==> src/sv/chtab_ram.sv <==
`default_nettype none

module chtab_ram #(
    parameter int DEPTH = 256,
    parameter int WIDTH = 8
) (
    input  wire logic                     i_clk,
    input  wire logic                     i_we,
    input  wire logic [$clog2(DEPTH)-1:0] i_waddr,
    input  wire logic [WIDTH-1:0]         i_wdata,
    input  wire logic                     i_re,
    input  wire logic [$clog2(DEPTH)-1:0] i_raddr,
    output logic      [WIDTH-1:0]         o_rdata
);

    logic [WIDTH-1:0] r_mem [DEPTH];

    always_ff @(posedge i_clk) begin
        if (i_we) begin
            r_mem[i_waddr] <= i_wdata;
        end
        if (i_re) begin
            o_rdata <= r_mem[i_raddr];
        end
    end

endmodule

`default_nettype wire

==> config.mk <==
export PLATFORM = sky130hd
export DESIGN_NAME = chtab_ram
export DESIGN_NICKNAME = d
export VERILOG_FILES = /design/src/sv/chtab_ram.sv
export SDC_FILE = /design/constraint.sdc
export NUM_CORES = 2
export LEC_CHECK = 0
export ABC_CLOCK_PERIOD_IN_PS = 2900
export BUFFER_PORTS_ARGS = -buffer_cell sky130_fd_sc_hd__buf_2
export CORE_ASPECT_RATIO = 1.1
export CORE_MARGIN = 10
export CORE_UTILIZATION = 45
export DETAILED_ROUTE_END_ITERATION = 10
export PLACE_DENSITY = 0.61
export SETUP_SLACK_MARGIN = 0.05
export SKIP_CTS_REPAIR_TIMING = 1
export SYNTH_ARGS = -nofsm -noshare
export SYNTH_HDL_FRONTEND = slang
export SYNTH_SLANG_ARGS = --single-unit
==> constraint.sdc <==
create_clock -name i_clk -period 2.9 [get_ports i_clk]
set_clock_uncertainty 0.05 [all_clocks]
set_input_delay 0.29 -clock i_clk [delete_from_list [all_inputs] [get_ports i_clk]]
set_output_delay 0.29 -clock i_clk [all_outputs]
set_load 0.1 [all_outputs]
Word level (Yosys, flattened, before mapping)
Memories as Yosys holds them, arrays and structs flattened. A register that Yosys moved wholly into a read port is not among the register bits.
Index checks and enable logic that the tools add are counted.
W data, S select, Z words.
{ "op_classes": {"mux": 2} }
{ "ops": {"columns": ["op", "count"], "rows": [
  ["$mux W1", 2]
]} }
{ "word_totals": {"memories": 1, "ramBits": 2048, "output_inout_bits": 8, "reg_bits": 0, "in_bits": 27, "wordCells": 3} }
{ "mem_list": {"columns": ["memory", "depth", "width", "rd", "rd_clocked_by_memory_dff", "write_ports", "line", "text"], "rows": [
  ["r_mem", 256, 8, 1, 1, 1, "16", "logic [WIDTH-1:0] r_mem [DEPTH];"]
]} }

Depth between registers and ports, before layout
{ "logic_depth": {"word_depth": 2, "ltp_mapped": 11, "depth_no_buf": 6} }

Least setup slack after synthesis
Ideal clock, no wire load.
{ "synth_path": {"kind": "input -> register", "from": "input port i_raddr[0]", "to": "register o_rdata[2], read port of r_mem, data pin", "arrival_ns": 2.097, "path_stages": 9, "path_slack_ns": 0.484, "path_cell_list": "buf_6 buf_12 buf_8 buf_2 mux4_2 a22oi_1 a21oi_1 nor4_1 nor4_2"} }
{ "synth_rtl": {"columns": ["item", "line", "text"], "rows": [
  ["start, declared", "12", "input wire logic [$clog2(DEPTH)-1:0] i_raddr,"],
  ["end, declared", "13", "output logic [WIDTH-1:0] o_rdata"]
]} }

==> results.ini <==
[global_routing]
grt_usage_pct=20.57
antenna_found_initial=13
grt_pass1_vias=41090
grt_overflow=0
grt_max_degree=116
grt_pass1_wl_mm=292.7

[yosys]
yosys_warnings=0
synth_area_um2=79640
ys_seq_area_share_pct=77.53
synth-seq-cells=2056
syn_avg_cell_area_um2=21.33
synthArstFlopShare_pct=0
synth_top_area_share_pct=77.53
synth_ff_type=edfxtp_1
synth_fp_nets=3760
synth_top_area_cell=edfxtp_1
ys_types=54
synth-edff-count=2056
synth_area_leaders=edfxtp_1 (78%), mux4_2 (13%), mux2i_1 (1.7%)
netlist_instances=3733

[place]
dpl.hpwl_mm=130.0
place_ws_ns=-0.9128
postPlaceCellArea_um2=87020
port_buffers=34
gp_congestion=0.8282

[drt]
wirelength_mm=202.1
drt_pass1_iterations=5
ant_nets=0
dr.first_iter.drc_count=4659
drc=0
routedWlPerCell_um=29.30
viasPerCell=5.848
vias=40330

[min_path]
hp-class=input pin to flip-flop

[setup_path]
max_stage_delay_ns=0.65
cp_data_arrival_time_ns=3.35
slowest_stage=nor4_2
critical_path.max_fanout=1
crit_top_cell=buf_4
critical_path_class=flip-flop to flip-flop
crit_chain=mux4_2 -> nor2b_1 -> a211oi_1 -> buf_4 -> nor3_1 -> nor4_2 -> buf_4 -> nor4_1
crit_buf_inv=2
crit_path_start_kind=flip-flop
worstSetupEndpointType=flip-flop
crit_family=simple AND/OR/NAND/NOR gates
required_ns=3.44

[cts]
clk_path_buf_depth=3
root_buffer=clkbuf_16
cts_buffers=206
cts_tree=yes
worstSkewPairLatency_ns=0.84
cts.sinks=2056
clkSlewWorstSetupHoldPaths_ns=0.06
htreeDepth=4

[pwr]
cellLeakagePower_nw=30.18
max-vdd-ir-drop_mv=0.6522
powerDensity_nw_per_um2=666.3

[die]
die_h_um=461.2
fp.coreArea_um2=175500
initial_utilization_pct=45.39
die_width_um=421.1
io_pins=35
die_area_um2=194200
num_rows=161

[timing]
slew_headroom_pct=32.92
setup_viol=0
worst_slack_ns=0.08774
hold_ws_ns=0.09941
max_freq_mhz=355.6
rsz0062_at_grt=true
min_period_over_period_pct=96.97
fin_tns_setup_ns=0
tightest_slew_ns=0.9922
min_period_ns=2.812
final-max-slew-violation-count=0
hold_viol=0

[finish]
final_cell_area_um2=93800
final_util_pct=53.46
syn_to_final_growth_pct=17.79
drive_gt1_share_pct=31.19
nFillCells=13450
nets=4393

[run]
cap_violations=0

[status]
status=completed

==> metal layers <==
metal	wire length [um]	track usage, %
met1	79410	27.12
met2	99430	33.66
met3	15620	4.393
met4	7530	7.945
met5	69	0
==> tightest hold or removal path: stages <==
cell     delay (ns)
buf_2          0.17
nand3_1        0.13
nor2_1         0.05
buf_4          0.17
==> path summary, 6_finish.rpt <==
kind	from	end	slack, ns	cells after the start
setup / recovery	r_mem[76][7]	o_rdata[7]	0.09	8
hold / removal	i_waddr[1]	r_mem[167][3]	0.1	4
setup reg to reg	r_mem[76][7]	o_rdata[7]	0.09	8
hold reg to reg	r_mem[33][5]	o_rdata[5]	1.18	8
==> state kept, by name, indices dropped and copies added (netlist names) <==
| register | flops |
|---|---|
| o_rdata | 8 |
| r_mem | 2048 |
==> metrics by stage <==
step,std cells,power [mW]
2_1_floorplan,3733,35.12
3_3_place_gp,6512,36.87
3_5_place_dp,6512,36.90
4_1_cts,6884,62.93
5_1_grt,6896,64.33
6_report,6896,62.50
==> cells in the mapped netlist, types with 22 or more instances <==
master,number
o221ai_1,46
a21oi_1,96
nor2_1,282
a22oi_1,133
edfxtp_1,2056
mux2i_1,134
buf_2,31
clkbuf_1,111
nor2b_1,31
buf_4,27
nand2_1,33
nand3_1,34
nor4_1,24
buf_1,22
mux4_2,454
nor3_1,22
o22ai_1,28
==> logic make-up after synthesis <==
logic type / share of synthesized area, %
simple gates: 2.625
mux: 14.60
flops: 77.53
compound gates: 3.416
buf+inv: 1.829
==> cell type report <==
type / count / area, um2 / area share (%)
Timing Repair Buffer: 658 / 5896 / 6.285
Multi-Input combinational cell: 1442 / 16550 / 17.65
Clock inverter: 115 / 1209 / 1.289
Clock buffer: 257 / 5431 / 5.790
Antenna cell: 3 / 7.507 / 0.008003
Inverter: 2 / 7.507 / 0.008003
Tap cell: 2363 / 2957 / 3.152
Sequential cell: 2056 / 61740 / 65.82
==> placed cells by master, fill, tap and decap left out, types with 46 or more instances in the layout <==
| cell type | count |
|---|---|
| edfxtp_1 | 2056 |
| buf_4 | 544 |
| mux4_2 | 454 |
| nor2_1 | 279 |
| clkbuf_16 | 210 |
| mux2i_1 | 134 |
| a22oi_1 | 133 |
| a21oi_1 | 96 |
| buf_12 | 73 |
| clkbuf_1 | 47 |
| o221ai_1 | 46 |
==> where the power goes <==
group | leakage (nW) | switching, mW | internal [mW]
registers | 18.5 | 0.0554 | 32.8
logic | 8.46 | 2.11 | 1.33
clock network | 3.23 | 11.0 | 15.2
total | 30.2 | 13.2 | 49.3
Note: power is estimated with default switching activity, not from simulation.
